File: config.mk
export PLATFORM = sky130hd
export DESIGN_NAME = buzzer_melody_kick_sequencer_top
export DESIGN_NICKNAME = d
export VERILOG_FILES = /design/src/hw/rtl/bmk_seq_pkg.sv /design/src/hw/rtl/buzzer_melody_kick_sequencer_top.sv /design/src/hw/rtl/bmk_seq_div.sv
export SDC_FILE = /design/constraint.sdc
export NUM_CORES = 1
export LEC_CHECK = 0
export ABC_AREA = 1
export BUFFER_PORTS_ARGS = -buffer_cell sky130_fd_sc_hd__buf_4
export CAP_MARGIN = 20
export CORE_ASPECT_RATIO = 1.4
export CORE_MARGIN = 1.5
export CORE_UTILIZATION = 60
export CTS_BUF_LIST = sky130_fd_sc_hd__clkbuf_4
export DETAILED_ROUTE_END_ITERATION = 7
export PLACE_DENSITY = 0.75
export SLEW_MARGIN = 20
export SYNTH_ARGS = -nofsm -noshare
export SYNTH_HDL_FRONTEND = slang
export SYNTH_SLANG_ARGS = --single-unit
File: constraint.sdc
create_clock -name clk -period 14.7 [get_ports clk]
set_input_delay 0.735 -clock clk [delete_from_list [all_inputs] [get_ports clk]]
set_output_delay 0.735 -clock clk [all_outputs]
set_load 0.01 [all_outputs]
File: src/hw/rtl/bmk_seq_pkg.sv
`timescale 1ns / 1ps
`default_nettype none
// ----------------------------------------------------------------------------
// bmk_seq_pkg
// Shared types, constants and the melody table for the buzzer kick sequencer.
// ----------------------------------------------------------------------------
package bmk_seq_pkg;

	localparam int NOTE_COUNT   = 8;
	localparam int ROM_DEPTH    = 8;
	localparam int NOTE_IDX_W   = $clog2(ROM_DEPTH);
	localparam int FREQ_W       = 10;
	localparam int DUR_W        = 16;
	localparam int TIME_W       = 32;
	localparam int LEN_W        = 16;
	localparam int SLOTS_W      = 8;
	localparam int PROD_W       = LEN_W + SLOTS_W;
	localparam int CFG_IDX_W    = 2;
	localparam int CFG_DATA_W   = 16;

	localparam logic [CFG_IDX_W-1:0] CFG_KICK_INTERVAL = 2'd0;
	localparam logic [CFG_IDX_W-1:0] CFG_KICK_LENGTH   = 2'd1;
	localparam logic [CFG_IDX_W-1:0] CFG_KICK_SLOTS    = 2'd2;

	localparam logic [15:0]        KICK_INTERVAL_RST = 16'd500;
	localparam logic [15:0]        KICK_LENGTH_RST   = 16'd100;
	localparam logic [7:0]         KICK_SLOTS_RST    = 8'd10;

	localparam logic [FREQ_W-1:0]  KICK_START_HZ = 10'd150;
	localparam logic [FREQ_W-1:0]  KICK_STEP_HZ  = 10'd15;
	localparam logic [FREQ_W-1:0]  KICK_FLOOR_HZ = 10'd40;
	localparam logic [SLOTS_W-1:0] KICK_SLOT_MAX = 8'd255;
	localparam logic [SLOTS_W-1:0] KICK_SLOT_FLOOR = 8'd7;

	typedef enum logic [1:0] {
		ST_IDLE,
		ST_DIV,
		ST_MUL,
		ST_STEP
	} seq_state_t;

	function automatic logic [FREQ_W-1:0] rom_freq(input logic [NOTE_IDX_W-1:0] idx);
		logic [FREQ_W-1:0] f;
		case (idx)
			3'd0: f = 10'd262;
			3'd1: f = 10'd294;
			3'd2: f = 10'd330;
			3'd3: f = 10'd392;
			3'd4: f = 10'd440;
			3'd5: f = 10'd0;
			3'd6: f = 10'd440;
			3'd7: f = 10'd392;
			default: f = 10'd0;
		endcase
		return f;
	endfunction

	function automatic logic [DUR_W-1:0] rom_len(input logic [NOTE_IDX_W-1:0] idx);
		logic [DUR_W-1:0] d;
		case (idx)
			3'd0: d = 16'd300;
			3'd1: d = 16'd300;
			3'd2: d = 16'd300;
			3'd3: d = 16'd300;
			3'd4: d = 16'd600;
			3'd5: d = 16'd200;
			3'd6: d = 16'd400;
			3'd7: d = 16'd400;
			default: d = 16'd0;
		endcase
		return d;
	endfunction

endpackage
`default_nettype wire

File: src/hw/rtl/buzzer_melody_kick_sequencer_top.sv
`timescale 1ns / 1ps
`default_nettype none
// ----------------------------------------------------------------------------
// buzzer_melody_kick_sequencer_top
// Millisecond-tick sequencer for a buzzer: kick drum sweep over a looping melody.
// ----------------------------------------------------------------------------
// Each accepted item is a millisecond timestamp and yields one result item with
// the speaker frequency, a tone-change flag and the kick state. The result item
// appears after the bit-serial divider that finds the kick slot length, the
// slot-time product and the update, in that order. item_ready is low meanwhile
// and rises again the cycle after the update, so the block takes no new item
// before the last one has been updated. The result waits in an output register;
// the update holds while that register is full and result_ready is low.
// Configuration writes take effect at once and belong between items.
// ----------------------------------------------------------------------------
module buzzer_melody_kick_sequencer_top
	import bmk_seq_pkg::*;
(
	input  wire logic                  clk,
	input  wire logic                  arst_n,
	input  wire logic                  cfg_we,
	input  wire logic [CFG_IDX_W-1:0]  cfg_index,
	input  wire logic [CFG_DATA_W-1:0] cfg_data,
	input  wire logic                  item_valid,
	output logic                       item_ready,
	input  wire logic [TIME_W-1:0]     now_ms,
	output logic                       result_valid,
	input  wire logic                  result_ready,
	output logic [FREQ_W-1:0]          speaker_freq,
	output logic                       speaker_changed,
	output logic                       kick_busy
);

	seq_state_t state_q, state_d;

	logic [LEN_W-1:0]      kick_interval_q;
	logic [LEN_W-1:0]      kick_length_q;
	logic [SLOTS_W-1:0]    kick_slots_q;

	logic [NOTE_IDX_W-1:0] note_index_q, note_index_d;
	logic [TIME_W-1:0]     note_begin_q, note_begin_d;
	logic                  note_running_q, note_running_d;
	logic [TIME_W-1:0]     last_kick_q, last_kick_d;
	logic                  kick_running_q, kick_running_d;
	logic [TIME_W-1:0]     kick_begin_q, kick_begin_d;
	logic [SLOTS_W-1:0]    kick_slot_q, kick_slot_d;
	logic [FREQ_W-1:0]     cur_freq_q, cur_freq_d;
	logic                  changed_d;

	logic [TIME_W-1:0]     now_q;
	logic [PROD_W-1:0]     prod_q;
	logic                  res_valid_q;
	logic                  res_changed_q;

	logic                  accept;
	logic                  div_done;
	logic [LEN_W-1:0]      slot_len;
	logic [SLOTS_W-1:0]    div_dsr;
	logic                  step_go;

	assign accept  = item_valid && item_ready;
	assign div_dsr = (kick_slots_q == '0) ? SLOTS_W'(1) : kick_slots_q;

	bmk_seq_div u_div (
		.clk      (clk),
		.arst_n   (arst_n),
		.start    (accept),
		.dividend (kick_length_q),
		.divisor  (div_dsr),
		.done     (div_done),
		.quotient (slot_len)
	);

	// next state
	always_comb begin
		state_d = state_q;
		case (state_q)
			ST_IDLE: if (item_valid) state_d = ST_DIV;
			ST_DIV:  if (div_done) state_d = ST_MUL;
			ST_MUL:  state_d = ST_STEP;
			ST_STEP: if (!res_valid_q || result_ready) state_d = ST_IDLE;
			default: state_d = ST_IDLE;
		endcase
	end

	// outputs
	always_comb begin
		item_ready = 1'b0;
		step_go    = 1'b0;
		case (state_q)
			ST_IDLE: item_ready = 1'b1;
			ST_STEP: step_go = !res_valid_q || result_ready;
			default: begin
				item_ready = 1'b0;
				step_go    = 1'b0;
			end
		endcase
	end

	// one update of kick trigger, kick sweep and melody
	always_comb begin
		logic                  trig;
		logic [TIME_W-1:0]     elapsed;
		logic [PROD_W-1:0]     slot_time;
		logic [FREQ_W-1:0]     sweep_f;
		logic [NOTE_IDX_W-1:0] idx;
		logic [FREQ_W-1:0]     nf;
		logic [DUR_W-1:0]      nl;

		last_kick_d    = last_kick_q;
		kick_running_d = kick_running_q;
		kick_begin_d   = kick_begin_q;
		kick_slot_d    = kick_slot_q;
		cur_freq_d     = cur_freq_q;
		note_index_d   = note_index_q;
		note_begin_d   = note_begin_q;
		note_running_d = note_running_q;
		changed_d      = 1'b0;

		trig      = (now_q - last_kick_q) >= {16'd0, kick_interval_q};
		slot_time = prod_q;
		if (trig) begin
			last_kick_d    = now_q;
			kick_running_d = 1'b1;
			kick_begin_d   = now_q;
			kick_slot_d    = '0;
			slot_time      = '0;
		end

		elapsed = now_q - kick_begin_d;
		sweep_f = (kick_slot_d > KICK_SLOT_FLOOR) ? KICK_FLOOR_HZ :
			KICK_START_HZ - FREQ_W'(kick_slot_d[2:0]) * KICK_STEP_HZ;
		if (kick_running_d) begin
			if (elapsed >= {16'd0, kick_length_q}) begin
				kick_running_d = 1'b0;
				cur_freq_d     = '0;
				changed_d      = 1'b1;
			end else if (elapsed >= {8'd0, slot_time}) begin
				cur_freq_d = sweep_f;
				changed_d  = 1'b1;
				if (kick_slot_d != KICK_SLOT_MAX) kick_slot_d = kick_slot_d + 1'b1;
			end
		end

		idx = note_index_q;
		nf  = rom_freq(idx);
		nl  = rom_len(idx);
		if (!note_running_q) begin
			if (nf != '0 && !kick_running_d) begin
				cur_freq_d = nf;
				changed_d  = 1'b1;
			end
			note_begin_d   = now_q;
			note_running_d = 1'b1;
		end
		if ((now_q - note_begin_d) >= {16'd0, nl}) begin
			if (!kick_running_d) begin
				cur_freq_d = '0;
				changed_d  = 1'b1;
			end
			note_index_d   = (note_index_q == NOTE_IDX_W'(NOTE_COUNT - 1)) ? '0 :
				note_index_q + 1'b1;
			note_running_d = 1'b0;
		end
	end

	always_ff @(posedge clk or negedge arst_n) begin
		if (!arst_n) begin
			state_q         <= ST_IDLE;
			kick_interval_q <= KICK_INTERVAL_RST;
			kick_length_q   <= KICK_LENGTH_RST;
			kick_slots_q    <= KICK_SLOTS_RST;
			note_index_q    <= '0;
			note_begin_q    <= '0;
			note_running_q  <= 1'b0;
			last_kick_q     <= '0;
			kick_running_q  <= 1'b0;
			kick_begin_q    <= '0;
			kick_slot_q     <= '0;
			cur_freq_q      <= '0;
			res_valid_q     <= 1'b0;
			res_changed_q   <= 1'b0;
		end else begin
			state_q <= state_d;
			if (cfg_we) begin
				case (cfg_index)
					CFG_KICK_INTERVAL: kick_interval_q <= cfg_data;
					CFG_KICK_LENGTH:   kick_length_q   <= cfg_data;
					CFG_KICK_SLOTS:    kick_slots_q    <= cfg_data[SLOTS_W-1:0];
					default: ;
				endcase
			end
			if (result_valid && result_ready) res_valid_q <= 1'b0;
			if (step_go) begin
				note_index_q   <= note_index_d;
				note_begin_q   <= note_begin_d;
				note_running_q <= note_running_d;
				last_kick_q    <= last_kick_d;
				kick_running_q <= kick_running_d;
				kick_begin_q   <= kick_begin_d;
				kick_slot_q    <= kick_slot_d;
				cur_freq_q     <= cur_freq_d;
				res_changed_q  <= changed_d;
				res_valid_q    <= 1'b1;
			end
		end
	end

	always_ff @(posedge clk) begin
		if (accept) now_q <= now_ms;
		if (state_q == ST_MUL) prod_q <= kick_slot_q * slot_len;
	end

	assign result_valid    = res_valid_q;
	assign speaker_freq    = cur_freq_q;
	assign speaker_changed = res_changed_q;
	assign kick_busy       = kick_running_q;

endmodule
`default_nettype wire

File: src/hw/rtl/bmk_seq_div.sv
`timescale 1ns / 1ps
`default_nettype none
// ----------------------------------------------------------------------------
// bmk_seq_div
// Restoring divider, one quotient bit per cycle, for the kick slot length.
// ----------------------------------------------------------------------------
module bmk_seq_div
	import bmk_seq_pkg::*;
(
	input  wire logic               clk,
	input  wire logic               arst_n,
	input  wire logic               start,
	input  wire logic [LEN_W-1:0]   dividend,
	input  wire logic [SLOTS_W-1:0] divisor,
	output logic                    done,
	output logic [LEN_W-1:0]        quotient
);

	localparam int CNT_W = $clog2(LEN_W);

	logic               busy_q;
	logic [CNT_W-1:0]   cnt_q;
	logic [SLOTS_W-1:0] rem_q;
	logic [LEN_W-1:0]   quo_q;
	logic [SLOTS_W-1:0] dsr_q;
	logic [SLOTS_W:0]   rem_sh;
	logic               fit;
	logic [SLOTS_W:0]   rem_sub;

	always_comb begin
		rem_sh  = {rem_q, quo_q[LEN_W-1]};
		fit     = rem_sh >= {1'b0, dsr_q};
		rem_sub = rem_sh - {1'b0, dsr_q};
	end

	always_ff @(posedge clk or negedge arst_n) begin
		if (!arst_n) begin
			busy_q <= 1'b0;
			cnt_q  <= '0;
		end else if (start) begin
			busy_q <= 1'b1;
			cnt_q  <= '0;
		end else if (busy_q) begin
			cnt_q <= cnt_q + 1'b1;
			if (cnt_q == CNT_W'(LEN_W - 1)) begin
				busy_q <= 1'b0;
			end
		end
	end

	always_ff @(posedge clk) begin
		if (start) begin
			rem_q <= '0;
			quo_q <= dividend;
			dsr_q <= divisor;
		end else if (busy_q) begin
			rem_q <= fit ? rem_sub[SLOTS_W-1:0] : rem_sh[SLOTS_W-1:0];
			quo_q <= {quo_q[LEN_W-2:0], fit};
		end
	end

	assign done     = busy_q && (cnt_q == CNT_W'(LEN_W - 1));
	assign quotient = quo_q;

endmodule
`default_nettype wire

**Yosys cells after proc, flatten, opt, wreduce, memory -nomap -nowiden**

Memories as Yosys holds them, arrays and structs flattened.
Cells that the tools add are included.

- Add/subtract/negate cells: 8
- Multiply operators: 2
- Magnitude comparators: 6
- Eq/ne operators: 11
- Multiplexer cells: 44
- Reductions and logical operators: 19

Operators by type and width:

| kind | number |
|---|---|
| greater-or-equal comparator 32 x 16 -> 1 bit | 3 |
| subtractor 32 bit | 3 |
| 2-to-1 mux 10 bit | 8 |
| 2-to-1 mux 32 bit | 2 |
| 2-to-1 mux 8 bit | 6 |
| greater-or-equal comparator 32 x 24 -> 1 bit | 1 |
| 2-to-1 mux 16 bit | 2 |
| multiplier 8 x 16 -> 24 bit | 1 |
| 2-to-1 mux 24 bit | 1 |
| 2-to-1 mux 1 bit | 18 |
| AND reduction 2 bit | 5 |
| nonzero test 10 bit | 1 |
| greater-or-equal comparator 9 x 8 -> 1 bit | 1 |
| subtractor 8 x 7 -> 9 bit, first input constant | 1 |
| adder 8 x 1 -> 8 bit, second input constant | 1 |
| > comparator 8 x 3 -> 1 bit, second input constant | 1 |
| logical NOT 8 bit | 1 |
| 2-to-1 mux 4 bit | 2 |
| != test 8 bit, second input constant | 1 |
| case mux 2 bit (4 select lines) | 1 |
| subtractor 8 bit | 1 |
| multiplier 3 x 4 -> 7 bit, second input constant | 1 |
| equality test 2 bit, second input constant | 3 |
| 2-to-1 mux 2 bit | 3 |
| other kinds (13) | 22 |

- Register bits: 256
- Memory bits (read-only): 128
- Bits of input ports: 55
- Output and inout port bits: 14
- Word-level logic and storage cells: 113
- Memories kept: 2

Memory list:

| name | depth | width | read ports | clocked after Yosys merged registers in | wr ports | RTL line | source |
|---|---|---|---|---|---|---|---|
| (no name shown) | 8 | 8 | 1 | 0 | 0 | bmk_seq_pkg.sv:44 | `case (idx)` |
| (no name shown) | 8 | 8 | 1 | 0 | 0 | bmk_seq_pkg.sv:60 | `case (idx)` |

**Logic depth before layout (Yosys ltp)**

- Depth after elaboration: 13
- Depth in mapped cells: 54
- Depth with buffers taken out: 52

**Cells and area by module**

A second synthesis with hierarchy kept.

- Cell total of the unflattened synthesis: 3245
- Area, all modules: 23209.8 um^2

By module, submodules not included:

| module | instances | cells each | area an instance (um^2) | sequential area each (um^2) |
|---|---|---|---|---|
| buzzer_melody_kick_sequencer_top | 1 | 3013 | 21202.8 | 5774.3 |
| bmk_seq_div | 1 | 232 | 2006.9 | 1006.0 |

**Worst setup path after synthesis**

OpenSTA, ideal clock, no wires.

- Path kind: flip-flop to flip-flop
- Start: register now_q[0]
- End: register res_changed_q, in the netlist speaker_changed
- Setup time: 0.120 ns
- Arrival time: 6.301 ns
- Data required time: 14.580 ns
- Path slack: 8.279 ns
- Cell stages (with the launch flop): 49
- Path buffers: 3
- Clock period less this slack: 6.421 ns
- Path through: edfxtp_1 > inv_1 > ha_1 > fa_1 > inv_1 > nand2_1 > nand3_1 > nand2_1 > nand2_1 > xor2_1 > ha_1 > nand2_1 > nor2_1 > a211oi_1 > nand2_1 > nor2_1 > nand2_1 > nor2_1 > (+13 left out) > xnor2_1 > ha_1 > a21oi_1 > nor2_1 > a211oi_1 > nand2_1 > nor2_1 > and2_0 > nand3_1 > nor2_4 > inv_2 > nor2_8 > nand2_4 > nand2_2 > buf_6 > nand2_1 > o22ai_1 > inv_1

- Word-level cells in the longest chain between the ends: 13
- Elaborated cells between the ends (all ways): 22
- Classes of those cells: 3 x add/sub; 4 x order compare; 13 x mux; 2 x reduce/logical

Ends and longest elaborated chain:

| element | RTL line | source |
|---|---|---|
| start, declared | buzzer_melody_kick_sequencer_top.sv:50 | `logic [TIME_W-1:0] now_q;` |
| start signal, assigned | buzzer_melody_kick_sequencer_top.sv:210 | `if (accept) now_q <= now_ms;` |
| subtractor 32 bit | buzzer_melody_kick_sequencer_top.sv:120 | `trig = (now_q - last_kick_q) >= {16'd0, kick_interval_q};` |
| greater-or-equal comparator 32 x 16 -> 1 bit | buzzer_melody_kick_sequencer_top.sv:120 |  |
| 2-to-1 mux 32 bit | buzzer_melody_kick_sequencer_top.sv:122 | `if (trig) begin` |
| subtractor 32 bit | buzzer_melody_kick_sequencer_top.sv:130 | `elapsed = now_q - kick_begin_d;` |
| greater-or-equal comparator 32 x 16 -> 1 bit | buzzer_melody_kick_sequencer_top.sv:134 | `if (elapsed >= {16'd0, kick_length_q}) begin` |
| 2-to-1 mux 1 bit | buzzer_melody_kick_sequencer_top.sv:134 |  |
| 2-to-1 mux 1 bit | buzzer_melody_kick_sequencer_top.sv:133 | `if (kick_running_d) begin` |
| logical NOT 1 bit | n/a |  |
| logical AND 1 bit | buzzer_melody_kick_sequencer_top.sv:149 | `if (nf != '0 && !kick_running_d) begin` |
| 2-to-1 mux 1 bit | buzzer_melody_kick_sequencer_top.sv:149 |  |
| 2-to-1 mux 1 bit | buzzer_melody_kick_sequencer_top.sv:148 | `if (!note_running_q) begin` |
| 2-to-1 mux 1 bit | buzzer_melody_kick_sequencer_top.sv:157 | `if (!kick_running_d) begin` |
| 2-to-1 mux 1 bit * | buzzer_melody_kick_sequencer_top.sv:156 | `if ((now_q - note_begin_d) >= {16'd0, nl}) begin` |
| end signal, assigned | buzzer_melody_kick_sequencer_top.sv:203 | `res_changed_q <= changed_d;` |
| end, declared | buzzer_melody_kick_sequencer_top.sv:53 | `logic res_changed_q;` |

Mark *: on every way between the ends. The rest lies on a longest branch, timed or not.
A chain may end at the register's enable or synchronous reset.

**Worst setup path after layout**

- Start: register now_q[0]
- End: register kick_slot_q[2]

- Word-level cells in the longest chain between the ends: 8
- Elaborated cells between the ends (all ways): 15
- Classes of those cells: 3 x add/sub; 3 x order compare; 1 x eq/ne; 8 x mux

Ends and longest elaborated chain:

| element | RTL line | source |
|---|---|---|
| subtractor 32 bit | buzzer_melody_kick_sequencer_top.sv:120 |  |
| greater-or-equal comparator 32 x 16 -> 1 bit | buzzer_melody_kick_sequencer_top.sv:120 |  |
| 2-to-1 mux 32 bit or 2-to-1 mux 8 bit (tied branches) | buzzer_melody_kick_sequencer_top.sv:122 |  |
| subtractor 32 bit, or another cell as far along | buzzer_melody_kick_sequencer_top.sv:130 |  |
| greater-or-equal comparator 32 x 24 -> 1 bit or 2-to-1 mux 8 bit (tied branches) | buzzer_melody_kick_sequencer_top.sv:138, buzzer_melody_kick_sequencer_top.sv:141 |  |
| 2-to-1 mux 8 bit | buzzer_melody_kick_sequencer_top.sv:138 | `end else if (elapsed >= {8'd0, slot_time}) begin` |
| 2-to-1 mux 8 bit | buzzer_melody_kick_sequencer_top.sv:134 |  |
| 2-to-1 mux 8 bit * | buzzer_melody_kick_sequencer_top.sv:133 |  |
| end signal, assigned | buzzer_melody_kick_sequencer_top.sv:201 | `kick_slot_q <= kick_slot_d;` |
| end, declared | buzzer_melody_kick_sequencer_top.sv:46 | `logic [SLOTS_W-1:0] kick_slot_q, kick_slot_d;` |

Marks and branches as above.

==> results.md <==
* Final hold viol count at 0
* Gpl congestion at around 0.97
* Synth cell types at 56
* Total die area at between 0.03 and 0.04 mm2
* RSZ-0062 raised after global routing: no
* CP arrival at between 8 and 9 ns
* Grt peak-use layer: met2
* Critical path endpoint category: flip-flop
* Routing usage on met3 at between 4 and 5%
* Via Count at approximately 21000
* Worst slew pin tran at approximately 1 ns
* Main synth FF type: dfrtp_1
* Largest net degree at the start of global routing at 95
* H-Tree Depth at 3
* Crit Path Max Fanout at between 40 and 50
* CTS max path bufs at 3
* Drt via density at ~5.6
* Clk_lat worst skew at a little under 0.8 ns
* Syn. warnings at 0
* Placed wire-length estimate at 52.9 mm
* Critical path required time at between 15 and 20 ns
* CP delay by family, top: compound AO/OA/AOI/OAI gates
* Max_slew headroom at 34.0%
* Syn avg cell area at slightly above 7 um2
* Grt met1 use at 38.5%
* GR Util All Layers at 34.9%
* Nets at approximately 3600
* Worst reg-to-reg path cell count at 41
* CTS tree: yes
* Clk pin slew, worst setup/hold paths at about 0.090 ns
* CTS buffer count at 67
* Worst Setup Path Type: reg -> reg
* Vias in the first global route at between 20000 and 25000
* Clock Sinks at 256
* Number of core rows at 84
* Ranking of synthesized cells by area: dfrtp_1 17%, nand2_1 15%, ha_1 12%
* Post-CTS repair timing setup buffer count at 0
* Layout cells sized above 1 at 7.56%
* CTS Hold Bufs at 0
* Leakage at between 10 and 15 nW
* Slew Viols, Final at 0
* Synth-to-layout area growth at 7.85%
* Reg area at around 0.0068 mm2
* Sequential area share after synthesis at roughly 30%
* Total of max-cap violations at 0
* Finish-stage setup viols at 0
* Worst Skew at between 0.05 and 0.06 ns
* Synth Instances at about 3100
* WL per Instance at approximately 18 um
* Synthesized area at roughly 0.023 mm2
* Final critical-path share of the clock period at 55.9%
* Peak VDD IR at ~0.13 mV
* Top cell type by total area after synthesis: dfrtp_1
* Die width at 168 um
* Number of synthesized flops with an enable pin at 80
* Fillers at about 3400
* WP buf/inv at 4
* F_max at 122 MHz
* Syn nets at between 3000 and 4000
* Root Buffer: clkbuf_4
* Max stage delay cell, worst path: inv_2
* Min Tclk post-route at 8.21 ns
* Setup TNS at 0 ns
* I/O Pins at 69
* WP depth at a little over 40
* Post-CTS Resized at 0
* Congestion Overflow GR at 0
* Core Area at between 0.03 and 0.04 mm2
* WL final at 67.1 mm
* Synthesis-stage register bit count at approximately 260
* Number of remaining DRC errors at 0
* IO buf count at between 60 and 70
* Total power at between 0.004 and 0.005 W
* First-pass GRT wire length at roughly 110 mm
* Footprint of the multi-input gates at approximately 0.014 mm2
* Startpoint types: flip-flop
* Starting Density at between 60% and 70%
* M2 GR Usage at between 60% and 70%
* Die H at 234 um
* Initial antenna violation count at 1
* Antenna-violating nets left at 0
* Status: finished clean
* Peak per-stage delay on the critical path at 0.63 ns
* Most numerous cell on the critical path: nand2_1
* Share of the synthesized area in the top cell type at 17.2%
* Cell Pwr Density at 196 mW/mm2
* Ys async rst share at approximately two thirds
* First-pass iteration count of the detailed router at 6
* Worst hold path class: in -> async
* Drt first-iter violations at approximately 1400
==> registers in the layout, summed over array words and instances, names as in the netlist, 4 cells and up <==
signal,cells
note_begin_q,32
last_kick_q,32
u_div.dsr_q,8
u_div.quotient,16
kick_begin_q,32
kick_slot_q,8
speaker_freq,10
kick_length_q,16
u_div.rem_q,8
now_q,32
kick_interval_q,16
prod_q,24
kick_slots_q,8
u_div.cnt_q,4
==> routing by layer <==
layer | up-vias | part of all wire (%)
met1 | 9799 | 38
met5 | - | 0
met4 | 0 | 6.8
met2 | 698 | 51
li1 | 10165 | -
met3 | 232 | 4.7
==> kinds of logic after synthesis <==
kind of cell / synth area share (%)
AND/OR/NAND/NOR: 24.3
multiplexers: 0.659
buffers and inverters: 10.7
XOR/XNOR: 3.27
adder cells (fa/ha/maj): 20.0
flip-flops: 29.7
AO/OA/AOI/OAI: 11.3
==> cells in the final DEF (no fill, tap or decap), types with 5 or more instances in the layout <==
cell type and count:
a211oi_1 8, dfxtp_1 8, nand4_1 37, xor2_1 69
o21bai_1 8, dfrtp_1 157, or2_2 6, edfxtp_1 80
inv_2 9, xnor2_1 16, fa_1 88, nor3_1 27
clkbuf_4 97, a31oi_1 7, mux2i_1 15, o21ai_0 250
nand2_1 932, o211ai_1 6, clkinv_1 18, nand2_2 11
nand3_1 104, nand3b_1 8, buf_4 75, nor4_1 6
ha_1 223, a21oi_1 152, dfstp_2 11, a21o_1 14
inv_1 548, o21ai_1 5, clkinv_2 6, nor2_1 204
nor2_2 6
==> area by class of cell <==
cell class	instances	area share, %
clock inverter	27	0.773
clock buffer	97	2.96
sequential	256	27.6
timing repair buffer	77	2.38
inverter	562	8.58
tap	473	2.41
multi-input combinational	2247	55.3
antenna	3	0.0305
==> stage by stage <==
stage / cells / cell area, um2 / utilization, % / hold WS [ns] / setup WS [ns]
2_1_floorplan: 3149 / 22800 / - / 0.437 / 8.28
3_3_place_gp: 3615 / 23700 / 63.0 / 0.460 / 6.93
3_5_place_dp: 3615 / 23700 / 63.0 / 0.458 / 6.73
4_1_cts: 3739 / 24600 / 65.5 / 0.0527 / 6.70
5_1_grt: 3740 / 24600 / 65.5 / 0.100 / 5.81
6_report: 3742 / 24600 / 65.5 / 0.0809 / 6.49
==> synth_stat cells, types with 7 or more instances <==
| cell type | n |
|---|---|
| inv_2 | 9 |
| nand3b_1 | 8 |
| nand3_1 | 104 |
| nor2_1 | 205 |
| nand4_1 | 37 |
| a211oi_1 | 8 |
| nor3_1 | 27 |
| a21o_1 | 14 |
| mux2i_1 | 15 |
| a21oi_1 | 152 |
| dfxtp_1 | 8 |
| clkbuf_1 | 71 |
| a31oi_1 | 7 |
| edfxtp_1 | 80 |
| o21ai_0 | 250 |
| nand2_2 | 9 |
| dfrtp_1 | 157 |
| xnor2_1 | 16 |
| o21bai_1 | 8 |
| dfstp_2 | 11 |
| xor2_1 | 69 |
| fa_1 | 88 |
| ha_1 | 224 |
| buf_1 | 7 |
| nand2_1 | 934 |
| inv_1 | 548 |
==> power breakdown <==
group          total [W]  switching (W)  internal (W)
registers        0.00123       0.000224       0.00101
logic            0.00290        0.00190      0.000992
clock network   0.000680       0.000333      0.000347
total            0.00481        0.00246       0.00235
==> worst paths after layout <==
kind | start | endpoint | slack, ns
worst max-delay path | now_q[0]$_DFFE_PP_ | kick_slot_q[2]$_DFFE_PN0P_ | 6.49
max in group asynchronous | arst_n | kick_slot_q[3]$_DFFE_PN0P_ | 13.35
worst max register to register | now_q[0]$_DFFE_PP_ | kick_slot_q[2]$_DFFE_PN0P_ | 6.49
worst min register to register | kick_begin_q[17]$_DFFE_PN0P_ | kick_begin_q[17]$_DFFE_PN0P_ | 0.48
min in group clk | now_ms[24] | now_q[24]$_DFFE_PP_ | 0.14
worst min-delay path | arst_n | kick_length_q[10]$_DFFE_PN0P_ | 0.08
(Power assumes the default switching activity.)
